### src/hdl/terrain_grid_max_elevation_query_macros.svh
// ---------------------------------------------------------------------------
// terrain grid max elevation query assertion macros
// shared property forms, sampled on clk and disabled while rst_n is low
// ---------------------------------------------------------------------------
`ifndef TERRAIN_GRID_MAX_ELEVATION_QUERY_MACROS_SVH
`define TERRAIN_GRID_MAX_ELEVATION_QUERY_MACROS_SVH

// condition implies consequence in the same cycle
`define TGMEQ_ASSERT_SAME(label, ante, cons) \
  label: assert property (@(posedge clk) disable iff (!rst_n) (ante) |-> (cons)) \
    else $error("tgmeq same-cycle check failed");

// condition implies consequence in the next cycle
`define TGMEQ_ASSERT_NEXT(label, ante, cons) \
  label: assert property (@(posedge clk) disable iff (!rst_n) (ante) |=> (cons)) \
    else $error("tgmeq next-cycle check failed");

`endif

### src/hdl/tgmeq_pkg.sv
// ---------------------------------------------------------------------------
// tgmeq_pkg
// types and fixed constants shared by the elevation query block
// ---------------------------------------------------------------------------
`timescale 1ns / 1ps

package tgmeq_pkg;

  localparam int OPCODE_W  = 2;
  localparam int IDX_W     = 10;
  localparam int ELEV_W    = 16;
  localparam int CFG_W     = 11;
  localparam int CFG_IDX_W = 2;

  // configuration register indexes
  localparam logic [CFG_IDX_W-1:0] CFG_TILE_WIDTH  = 2'd0;
  localparam logic [CFG_IDX_W-1:0] CFG_TILE_HEIGHT = 2'd1;
  localparam logic [CFG_IDX_W-1:0] CFG_TILE_EMPTY  = 2'd2;

  localparam logic [CFG_W-1:0] TILE_SIZE_RST = 11'd1024;

  typedef enum logic [OPCODE_W-1:0] {
    OP_WRITE = 2'd0,
    OP_POINT = 2'd1,
    OP_WIDE  = 2'd2
  } op_t;

  typedef enum logic [1:0] {
    ST_IDLE,
    ST_SCALE,
    ST_CLAMP,
    ST_READ
  } state_t;

  // neighbor offset along one axis
  typedef enum logic [1:0] {
    OFF_NEG,
    OFF_ZERO,
    OFF_POS
  } off_t;

  typedef struct packed {
    logic wr;
    logic empty_res;
    logic load;
    logic scale;
    logic clamp;
    logic rd;
    logic wide;
    off_t dx;
    off_t dy;
    logic first;
    logic last;
  } ctrl_cmd_t;

  typedef struct packed {
    logic tile_empty;
  } dp_status_t;

endpackage

### src/hdl/tgmeq_ctrl.sv
// ---------------------------------------------------------------------------
// tgmeq_ctrl
// request sequencer: index scaling, clamping and the 3x3 read walk
// ---------------------------------------------------------------------------
`timescale 1ns / 1ps

`include "terrain_grid_max_elevation_query_macros.svh"

module tgmeq_ctrl
  import tgmeq_pkg::*;
(
  input  logic                clk,
  input  logic                rst_n,
  input  logic                start,
  input  logic [OPCODE_W-1:0] opcode,
  input  dp_status_t          status,
  output logic                busy,
  output ctrl_cmd_t           cmd
);

  state_t state_r, state_nxt;
  logic   wide_r, wide_nxt;
  off_t   dx_r, dx_nxt;
  off_t   dy_r, dy_nxt;
  logic   accept;
  logic   walk_first;
  logic   walk_last;

  assign accept     = start && !busy;
  assign walk_first = wide_r ? (dx_r == OFF_NEG && dy_r == OFF_NEG) : 1'b1;
  assign walk_last  = wide_r ? (dx_r == OFF_POS && dy_r == OFF_POS) : 1'b1;

  always_ff @(posedge clk) begin
    if (!rst_n) begin
      state_r <= ST_IDLE;
      wide_r  <= 1'b0;
      dx_r    <= OFF_NEG;
      dy_r    <= OFF_NEG;
    end else begin
      state_r <= state_nxt;
      wide_r  <= wide_nxt;
      dx_r    <= dx_nxt;
      dy_r    <= dy_nxt;
    end
  end

  // next state
  always_comb begin
    state_nxt = state_r;
    case (state_r)
      ST_IDLE: begin
        if (accept && !status.tile_empty &&
            (opcode == OP_POINT || opcode == OP_WIDE)) begin
          state_nxt = ST_SCALE;
        end
      end
      ST_SCALE: state_nxt = ST_CLAMP;
      ST_CLAMP: state_nxt = ST_READ;
      ST_READ: begin
        if (walk_last) begin
          state_nxt = ST_IDLE;
        end
      end
      default: state_nxt = ST_IDLE;
    endcase
  end

  // mode and neighbor counters, dy inner, dx outer
  always_comb begin
    wide_nxt = wide_r;
    dx_nxt   = dx_r;
    dy_nxt   = dy_r;
    if (state_r == ST_IDLE && accept) begin
      wide_nxt = (opcode == OP_WIDE);
      dx_nxt   = OFF_NEG;
      dy_nxt   = OFF_NEG;
    end else if (state_r == ST_READ && wide_r) begin
      case (dy_r)
        OFF_NEG:  dy_nxt = OFF_ZERO;
        OFF_ZERO: dy_nxt = OFF_POS;
        default: begin
          dy_nxt = OFF_NEG;
          case (dx_r)
            OFF_NEG:  dx_nxt = OFF_ZERO;
            OFF_ZERO: dx_nxt = OFF_POS;
            default:  dx_nxt = OFF_NEG;
          endcase
        end
      endcase
    end
  end

  // outputs
  always_comb begin
    busy          = 1'b0;
    cmd.wr        = 1'b0;
    cmd.empty_res = 1'b0;
    cmd.load      = 1'b0;
    cmd.scale     = 1'b0;
    cmd.clamp     = 1'b0;
    cmd.rd        = 1'b0;
    cmd.wide      = wide_r;
    cmd.dx        = wide_r ? dx_r : OFF_ZERO;
    cmd.dy        = wide_r ? dy_r : OFF_ZERO;
    cmd.first     = walk_first;
    cmd.last      = walk_last;
    case (state_r)
      ST_IDLE: begin
        if (accept) begin
          case (opcode)
            OP_WRITE: cmd.wr = 1'b1;
            OP_POINT, OP_WIDE: begin
              cmd.empty_res = status.tile_empty;
              cmd.load      = !status.tile_empty;
            end
            default: ;
          endcase
        end
      end
      ST_SCALE: begin
        busy      = 1'b1;
        cmd.scale = 1'b1;
      end
      ST_CLAMP: begin
        busy      = 1'b1;
        cmd.clamp = 1'b1;
      end
      ST_READ: begin
        busy   = 1'b1;
        cmd.rd = 1'b1;
      end
      default: busy = 1'b1;
    endcase
  end

  `TGMEQ_ASSERT_NEXT(a_last_read_ends, cmd.rd && cmd.last, state_r == ST_IDLE)
  `TGMEQ_ASSERT_NEXT(a_query_starts, cmd.load, state_r == ST_SCALE && busy)
  `TGMEQ_ASSERT_SAME(a_one_cmd,
    1'b1, $onehot0({cmd.wr, cmd.empty_res, cmd.load, cmd.scale, cmd.clamp, cmd.rd}))

endmodule

### config.mk
export PLATFORM = sky130hd
export DESIGN_NAME = tgmeq_ctrl
export DESIGN_NICKNAME = d
export VERILOG_FILES = /design/src/hdl/tgmeq_pkg.sv /design/src/hdl/tgmeq_ctrl.sv
export VERILOG_INCLUDE_DIRS = /design/src /design/src/hdl
export SDC_FILE = /design/constraint.sdc
export NUM_CORES = 1
export LEC_CHECK = 0
export ABC_CLOCK_PERIOD_IN_PS = 1780
export BUFFER_PORTS_ARGS = -buffer_cell sky130_fd_sc_hd__buf_4
export CORE_AREA = 3 3 40 42
export DETAILED_ROUTE_END_ITERATION = 10
export DIE_AREA = 0 0 43 45
export HOLD_SLACK_MARGIN = 0.12
export PLACE_DENSITY = 0.71
export SYNTH_ARGS = -nofsm -noshare
export SYNTH_HDL_FRONTEND = slang
export SYNTH_SLANG_ARGS = --single-unit
### constraint.sdc
create_clock -name clk -period 1.78 [get_ports clk]
set_input_delay 0.356 -clock clk [delete_from_list [all_inputs] [get_ports clk]]
set_output_delay 0.356 -clock clk [all_outputs]
set_load 0.01 [all_outputs]
Word level (Yosys, flattened, before mapping)
Index checks and enable logic that the tools add are counted.

storage, ports and cells
  register bits = 7
  input port bits = 6
  output and inout port bits = 14
  logic and storage cells = 54

cells by class
  equal/unequal tests = 11
  mux-type cells = 17
  bitwise gates (word level) = 2
  reductions and logical operators = 20

operators with widths
  operator                                       number
  == test 2 bit, second input constant           5
  2-to-1 mux 2 bit                               5
  == test 2 x 1 -> 1 bit, second input constant  4
  zero test 2 bit                                4
  case mux 2 bit (2 select lines)                2
  case mux 2 bit (4 select lines)                1
  logical AND 1 bit                              7
  2-to-1 mux 1 bit                               7
  2-to-1 mux 3 bit                               2
  OR reduction 2 bit                             3
  != test 2 bit, second input constant           2
  AND reduction 2 bit                            2
  OR reduction 3 bit                             1
  zero test 1 bit                                2
  inverter 1 bit                                 2
  logical OR 1 bit                               1

Logic depth before layout (Yosys ltp)
Gate-level depths: netlist of the first run.

  word-level depth = 9
  gate-level depth with buffers = 5
  mapped depth without buffers = 5

Worst setup path after synthesis of the first run
OpenSTA, ideal clock, no wires.

  kind = flip-flop to output port
  start = register state_r[0]
  end = output port cmd[11] (netlist name)
  data arrival time = 1.080 ns
  data required time = 1.424 ns
  slack = 0.344 ns
  stages on the path, launching flop included = 5
  path buffers = 0
  cells stage by stage = dfxtp_1 inv_1 ha_1 and3_1 and3_1

RTL lines
  element                 RTL line          text
  start, declared         tgmeq_ctrl.sv:21  state_t state_r, state_nxt;
  start signal, assigned  tgmeq_ctrl.sv:40  state_r <= state_nxt;
  end, declared           tgmeq_ctrl.sv:18  output ctrl_cmd_t cmd

==> key figures, run 1 <==
Clocking
  • CTS Hold Bufs: 0
  • Clk root buf: clkbuf_4
  • Clock buffer depth: 2
  • Reg clk slew, reported paths: 50 ps
  • Setup Fix Bufs, Post-CTS: 0
  • CTS HTree Levels: 1
  • Total clock sinks: 7
  • CTS buffer count: 3
  • Clock Latency Late Sink: 260 ps
  • CTS tree: yes

Critical path
  • Buf/Inv on CP: 2
  • Setup CP Type: reg2out
  • CP required: 1420 ps
  • Startpoint class of the critical path: flip-flop
  • CP max stage cell: dfxtp_2
  • Max FO, Critical Path: 5
  • Worst Path Arrival: 1370 ps
  • CP peak stage delay: 360 ps
  • Critical path cell sequence: inv_2 > ha_4 > and3_4 > and3_1 > buf_4
  • Crit end category: output pin
  • Critical path's top delay family: flip-flops

Power
  • P_sw: 0.2464 mW
  • Power share of the combinational group: 48.2%
  • PD cells: 958.7 nW/um^2
  • Peak supply drop: 528.6 uV
  • Sw Share: 36.10%
  • Clock share of power: 21.7%
  • Sequential power share: 30.1%
  • Leakage: 0.3141 nW
  • Final Total Pwr: 0.6826 mW
  • Internal: 0.4362 mW

Global route
  • Initial antenna violation count: 0
  • Gr ovfl total: 0
  • GRT Total Usage: 12.69%
  • Largest net degree at the start of global routing: 13
  • Vias in the first global route: 420
  • First-pass GRT wire length: 1.787 mm

Logic synthesis
  • Async set-reset flop share out of synthesis: 0%
  • Mapped Nets: 73
  • Post-Synthesis Cells: 60
  • Post-synth cell types: 23
  • Ys flop type: dfxtp_1
  • Sequential fraction of the synthesis area: 26.99%
  • Syn_area_per_cell: 8.654 um^2
  • Yosys warns: 0
  • #FFs+latches synth: 7
  • Number of enable flip-flop cells after synthesis: 0
  • Top-area cell type share of the netlist area: 26.99%
  • Commonest cells post-synth: nand2_1 (9), dfxtp_1 (7), ha_1 (7)
  • Area contributors post-synth: dfxtp_1 (27%), ha_1 (17%), mux2i_1 (7.7%)
  • Syn Std Cell Area: 519.2 um^2
  • Area leader, netlist: dfxtp_1
  • Count leader, synth: nand2_1

Floorplan
  • FP Rows: 13
  • Die height: 45 um
  • Core area: 1285 um^2
  • Die Wd: 43 um
  • DIE AREA: 1935 um^2
  • Io pins: 20
  • Initial Util: 40.41%

Routing
  • Routed vias: 445
  • Final wirelength: 1.098 mm
  • DRC violations left: 0
  • DR vias/cell: 4.734
  • TritonRoute pass-1 iters: 3
  • ANT nets after route: 0
  • WL/cell: 11.68 um
  • DRT iter0 DRCs: 5

Placed design
  • Post-DP HPWL: 829 um
  • Placer congestion estimate: 0.6796
  • PortBufs: 19

STA
  • Slew @ Worst Pin: 391.6 ps
  • Max_slew headroom: 73.86%
  • Highest clock rate: 580.3 MHz
  • Clock period minus worst slack: 1723 ps
  • Clk_skew: 4.561 ps
  • Max-slew violations: 0
  • Final setup vio count: 0
  • Tcrit/Tclk final: 96.81%
  • Final Hold Vio Count: 0

Hold path
  • Worst hold path class: in2reg

Layout
  • Util after Layout: 55.40%
  • Number of diodes: 0
  • Final layout net count: 93
  • Area growth syn-to-layout: 37.11%
  • Share of cells above drive strength 1: 41.77%

Flow run
  • Max-cap viol count: 0

Outcome
  • Status: finished, final reports clean
[worst paths after layout]
kind / start / endpoint / slack (ps) / depth (start not counted)
worst max-delay path: state_r[0] / cmd[11] / 60 / 5
worst min-delay path: rst_n / wide_r / 360 / 2
worst max register to register: state_r[0] / dx_r[1] / 410 / 4
worst min register to register: state_r[1] / state_r[1] / 490 / 2
[what timing repair did]
item | CTS | global route
pin swaps | 0 | 1
resized for setup | 5 | 4
setup endpoints to repair | 3 | 3
[power groups by stage]
stage          registers [mW]  logic (mW)  clock network [mW]
3_3_place_gp            0.199       0.280                   0
6_report                0.205       0.329               0.148
4_1_cts                 0.203       0.304               0.153
3_5_place_dp            0.204       0.283                   0
2_1_floorplan           0.191       0.194                   0
5_1_grt                 0.209       0.368               0.159
[routing by layer]
metal	track usage [%]	wire length, um	up-vias
li1	-	-	235
met1	14.56	499	195
met2	20.36	512	13
met3	3.586	68	2
met4	9.036	17	0
met5	0	0	-
[worst register-to-register path: stages (launching register included)]
cell and delay (ps):
dfxtp_2 360, ha_1 280, nand3_2 120, or3b_1 420, a21oi_2 120
[cells in the final DEF, fill, tap and decap left out, drive strengths merged, types with 3 or more instances in the layout]
cell type,synthesis,layout
a21oi,3,3
and2,3,3
buf,4,19
clkbuf,0,4
dfxtp,7,7
ha,7,7
inv,5,5
mux2i,4,4
nand2,9,9
nand2b,3,3
nor2,3,3
[logic make-up (layout without fill, tap and decap cells)]
kind of cell | count (synthesis) | count (layout) | share of synthesized area (%)
DFF | 7 | 7 | 26.99
and+or+nand+nor | 27 | 27 | 30.12
buffers and inverters | 9 | 28 | 8.915
adders and majority gates | 7 | 7 | 16.87
muxes | 4 | 4 | 7.711
AOI/OAI and AO/OA | 6 | 6 | 9.398
[registers in the layout, indices dropped and copies added, names as in the netlist]
name	flops
dy_r	2
wide_r	1
dx_r	2
state_r	2
[metrics by stage]
step                      TNS (ps)  std cells  hold WS (ps)  cell area [um^2]  setup slack [ps]
after floorplan                  0         60         467.7             519.2             343.6
after global placement           0         90         492.1             653.1             204.7
after detailed placement         0         90         506.5             653.1             134.8
after CTS                        0         94         355.3             691.9             4.378
after global routing       -0.5883         94         371.4             711.9           -0.5883
final                            0         94         357.8             711.9             56.71
[cell type report]
cell class	instances	area, um^2
Inverter	5	18.77
Tap cell	15	18.77
Sequential cell	7	142.6
Fill cell	129	573.1
Multi-Input combinational cell	44	362.8
Clock buffer	4	26.28
Timing Repair Buffer	19	142.6
Note: power is estimated with default switching activity, not from simulation.
==> inputs of run 2 (changes only) <==
- BUFFER_PORTS_ARGS: -buffer_cell sky130_fd_sc_hd__buf_4 -> -buffer_cell sky130_fd_sc_hd__buf_2
- CTS_BUF_LIST: not set -> sky130_fd_sc_hd__clkbuf_4 sky130_fd_sc_hd__clkbuf_8
- MAX_ROUTING_LAYER: not set -> met4
==> key figures, run 2 (same netlist as run 1, synthesis figures left out) <==
Critical path
  • Setup CP Type: reg2out
  • Worst Path Arrival: 1320 ps
  • Max FO, Critical Path: 5
  • CP required: 1420 ps
  • Startpoint class of the critical path: flip-flop
  • Crit end category: output pin

Clocking
  • Clock buffer depth: 2
  • CTS tree: yes
  • Clock Latency Late Sink: 250 ps
  • Clk root buf: clkbuf_4
  • CTS buffer count: 3
  • Reg clk slew, reported paths: 50 ps
  • Total clock sinks: 7
  • CTS HTree Levels: 1

Layout
  • Final layout net count: 94
  • Biggest regs: dx_r (2), dy_r (2), state_r (2)
  • Util after Layout: 51.02%
  • Share of cells above drive strength 1: 43.75%
  • Number of diodes: 0
  • Area growth syn-to-layout: 26.27%
  • Commonest non-fill, non-tap cell in the layout: buf_2
  • Most frequent cells in the layout: buf_2 (19), nand2_1 (9), ha_1 (5), dfxtp_1 (5)

STA
  • Slew @ Worst Pin: 367.2 ps
  • Final setup vio count: 0
  • Clk_skew: 3.798 ps
  • Final Hold Vio Count: 0
  • Unrepaired setup endpoints after global routing: false
  • Clock period minus worst slack: 1675 ps
  • Tcrit/Tclk final: 94.11%
  • Highest clock rate: 597.0 MHz
  • Max-slew violations: 0
  • Max_slew headroom: 75.49%
  • Post-route setup TNS: 0 ps

Global route
  • Gr ovfl total: 0
  • Vias in the first global route: 387
  • Largest net degree at the start of global routing: 13
  • First-pass GRT wire length: 1.483 mm
  • GRT Total Usage: 11.01%
  • Initial antenna violation count: 0

Floorplan
  • Die height: 45 um
  • Initial Util: 40.41%
  • FP Rows: 13
  • DIE AREA: 1935 um^2
  • Io pins: 20
  • Core area: 1285 um^2
  • Die Wd: 43 um

Placed design
  • Post-DP HPWL: 767.2 um
  • Placer congestion estimate: 0.6822
  • PortBufs: 19

Power
  • Sw Share: 34.50%
  • P_sw: 0.2190 mW
  • Sequential power share: 32.0%
  • Internal: 0.4158 mW
  • PD cells: 968.2 nW/um^2
  • Peak supply drop: 509.8 uV
  • Clock share of power: 24.4%
  • Power share of the combinational group: 43.6%
  • Leakage: 0.3059 nW

Routing
  • Final wirelength: 933 um
  • DRC violations left: 0
  • DRT iter0 DRCs: 8
  • Routed vias: 453
  • DR vias/cell: 4.768
  • WL/cell: 9.821 um
  • ANT nets after route: 0
  • TritonRoute pass-1 iters: 4

Hold path
  • Worst hold path class: in2reg

Flow run
  • Max-cap viol count: 0

Outcome
  • Status: finished, final reports clean
==> run 2: worst paths after layout <==
path / from / end / slack (ps) / cells after the start
max: state_r[0] / cmd[11] / 100 / 5
min: rst_n / wide_r / 390 / 2
max reg2reg: state_r[0] / dx_r[1] / 450 / 4
min reg2reg: state_r[0] / state_r[0] / 500 / 2
==> run 2: power groups by stage <==
stage | registers (mW) | logic (mW) | clock network [mW]
2_1_floorplan | 0.191 | 0.194 | 0
3_3_place_gp | 0.200 | 0.247 | 0
3_5_place_dp | 0.202 | 0.249 | 0
4_1_cts | 0.201 | 0.266 | 0.164
5_1_grt | 0.206 | 0.305 | 0.185
6_report | 0.203 | 0.277 | 0.155
==> run 2: per-stage QoR <==
stage / setup WS [ps] / power [mW] / cells / hold WS, ps / instance area [um^2]
floorplan: 343.6 / 0.3844 / 60 / 467.7 / 519.2
global placement: 211.5 / 0.4473 / 90 / 495.5 / 605.6
detailed placement: 170.6 / 0.4512 / 90 / 505.5 / 605.6
CTS: 21.67 / 0.6313 / 94 / 379.9 / 645.6
global route: 22.30 / 0.6954 / 95 / 371.4 / 655.6
finish: 104.8 / 0.6348 / 95 / 390.9 / 655.6
==> run 2: final cells by class <==
cell class / instances / area [um^2]
Fill cell: 133 / 629.4
Multi-Input combinational cell: 44 / 342.8
Sequential cell: 7 / 142.6
Timing Repair Buffer: 20 / 102.6
Clock buffer: 4 / 30.03
Inverter: 5 / 18.77
Tap cell: 15 / 18.77
==> run 2: repair_timing <==
| item | CTS | global route |
|---|---|---|
| hold buffers | 0 | 0 |
| buffers inserted | 0 | 1 |
| pin swaps | 0 | 1 |
| setup endpoints to repair | 3 | 3 |
| gates resized for setup | 4 | 3 |
==> run 2: worst max-delay path: stages (launching register included) <==
cell and delay, ps:
dfxtp_2 350, inv_2 60, ha_2 190, and3_4 180, and3_1 170, buf_2 130
==> run 2: per-layer routing <==
metal | wire length [um] | GRT usage (%) | share of wire [%] | vias up
met1 | 452 | 12.14 | 48 | 200
li1 | - | - | - | 241
met5 | 0 | - | 0 | -
met3 | 55 | 7.171 | 5.9 | 0
met4 | 0 | 3.614 | 0 | 0
met2 | 425 | 16.17 | 46 | 12
==> inputs of run 3 (changes only) <==
- RECOVER_POWER: not set -> 50
==> key figures, run 3 (same netlist as run 1, synthesis figures left out) <==
Outcome
  • Status: finished, final reports clean

Layout
  • Final std cells w/o fill: 95
  • Area growth syn-to-layout: 22.65%
  • Commonest non-fill, non-tap cell in the layout: buf_2
  • Number of diodes: 0
  • Final layout net count: 94
  • Most frequent cells in the layout: buf_2 (17), nand2_1 (9), ha_1 (5), dfxtp_1 (5)
  • Biggest regs: dx_r (2), dy_r (2), state_r (2)
  • Fin area: 636.9 um^2
  • Share of cells above drive strength 1: 37.50%
  • Fill cell count: 136

Global route
  • Initial antenna violation count: 0
  • First-pass GRT wire length: 1.483 mm
  • Gr ovfl total: 0
  • GRT Total Usage: 11.01%
  • Largest net degree at the start of global routing: 13
  • Vias in the first global route: 387

Power
  • Peak supply drop: 490.8 uV
  • Leakage: 0.2973 nW
  • PD cells: 974.5 nW/um^2
  • Final Total Pwr: 0.6206 mW

STA
  • Final setup vio count: 0
  • Final Hold Vio Count: 0
  • Highest clock rate: 598.6 MHz
  • Tcrit/Tclk final: 93.85%
  • Post-route setup TNS: 0 ps
  • Clock period minus worst slack: 1671 ps
  • Slew @ Worst Pin: 340.6 ps
  • Max-slew violations: 0
  • Clk_skew: 3.615 ps
  • Unrepaired setup endpoints after global routing: false
  • Max_slew headroom: 77.26%

Critical path
  • Max FO, Critical Path: 5
  • Critical path's top delay family: simple AND/OR/NAND/NOR gates
  • Buf/Inv on CP: 2
  • Worst Path Arrival: 1310 ps
  • Setup CP Type: reg2out
  • Critical path cell sequence: inv_2 > ha_2 > and3_4 > and3_1 > buf_2
  • Startpoint class of the critical path: flip-flop
  • Crit end category: output pin
  • CP required: 1420 ps
  • CP max stage cell: dfxtp_2
  • CP peak stage delay: 350 ps

Floorplan
  • Die Wd: 43 um
  • FP Rows: 13
  • Die height: 45 um
  • Io pins: 20
  • Initial Util: 40.41%
  • DIE AREA: 1935 um^2
  • Core area: 1285 um^2

Routing
  • DRC violations left: 0
  • TritonRoute pass-1 iters: 4
  • ANT nets after route: 0
  • DR vias/cell: 4.705
  • DRT iter0 DRCs: 7
  • Final wirelength: 958 um
  • WL/cell: 10.08 um
  • Routed vias: 447

Clocking
  • Clock Latency Late Sink: 250 ps
  • Clock buffer depth: 2
  • CTS tree: yes
  • CTS HTree Levels: 1
  • Reg clk slew, reported paths: 50 ps
  • CTS buffer count: 3
  • Total clock sinks: 7
  • Clk root buf: clkbuf_4
  • CTS Hold Bufs: 0

Placed design
  • Post-DP HPWL: 767.2 um
  • PortBufs: 19
  • Placed Cells: 90
  • Placer congestion estimate: 0.6822
  • Placed inst area: 605.6 um^2

Flow run
  • Max-cap viol count: 0

Hold path
  • Worst hold path class: in2reg
[run 3: cell count changes in the layout (fill, tap and decap cells not counted), sizes merged]
| cell | before | now |
|---|---|---|
| buf | 20 | 18 |
| clkbuf | 4 | 6 |
[run 3: per-layer routing]
metal,track usage (%),routed length [um],vias to the layer above
li1,-,-,239
met1,12.14,468,196
met2,16.17,434,12
met3,7.171,56,0
met4,3.614,0,0
met5,-,0,-
[run 3: through the flow]
step,utilization (%),setup slack (ps),hold WS (ps)
finish,49.56,109.5,389.3
global route,49.56,22.30,371.4
CTS,50.24,21.67,379.9
detailed placement,47.13,170.6,505.5
global placement,47.13,211.5,495.5
floorplan,-,343.6,467.7
[run 3: where the power goes]
part | internal [mW] | switching, mW | total [mW]
clock | 0.101 | 0.0547 | 0.155
sequential | 0.178 | 0.0243 | 0.202
combinational | 0.129 | 0.135 | 0.263
total | 0.407 | 0.214 | 0.621
[run 3: final cells by class]
cell class              instances  area, um^2  area share [%]
inverters                       5       18.77           2.947
clock buffers                   4       30.03           4.715
flip-flops and latches          7       142.6           22.40
multi-input cells              44       326.6           51.28
well taps                      15       18.77           2.947
repair buffers                 20       100.1           15.72
[run 3: worst paths after layout]
check	startpoint	end	slack (ps)	depth (start not counted)
max	state_r[1]	cmd[11]	110	5
min	rst_n	wide_r	390	2
max reg2reg	state_r[0]	state_r[1]	420	6
min reg2reg	state_r[1]	state_r[1]	490	2
[run 3: timing repair]
action | in CTS | in global routing
setup buffers | 0 | 1
gates resized for setup | 4 | 3
pin swaps | 0 | 1
endpoints found under the setup margin | 3 | 3
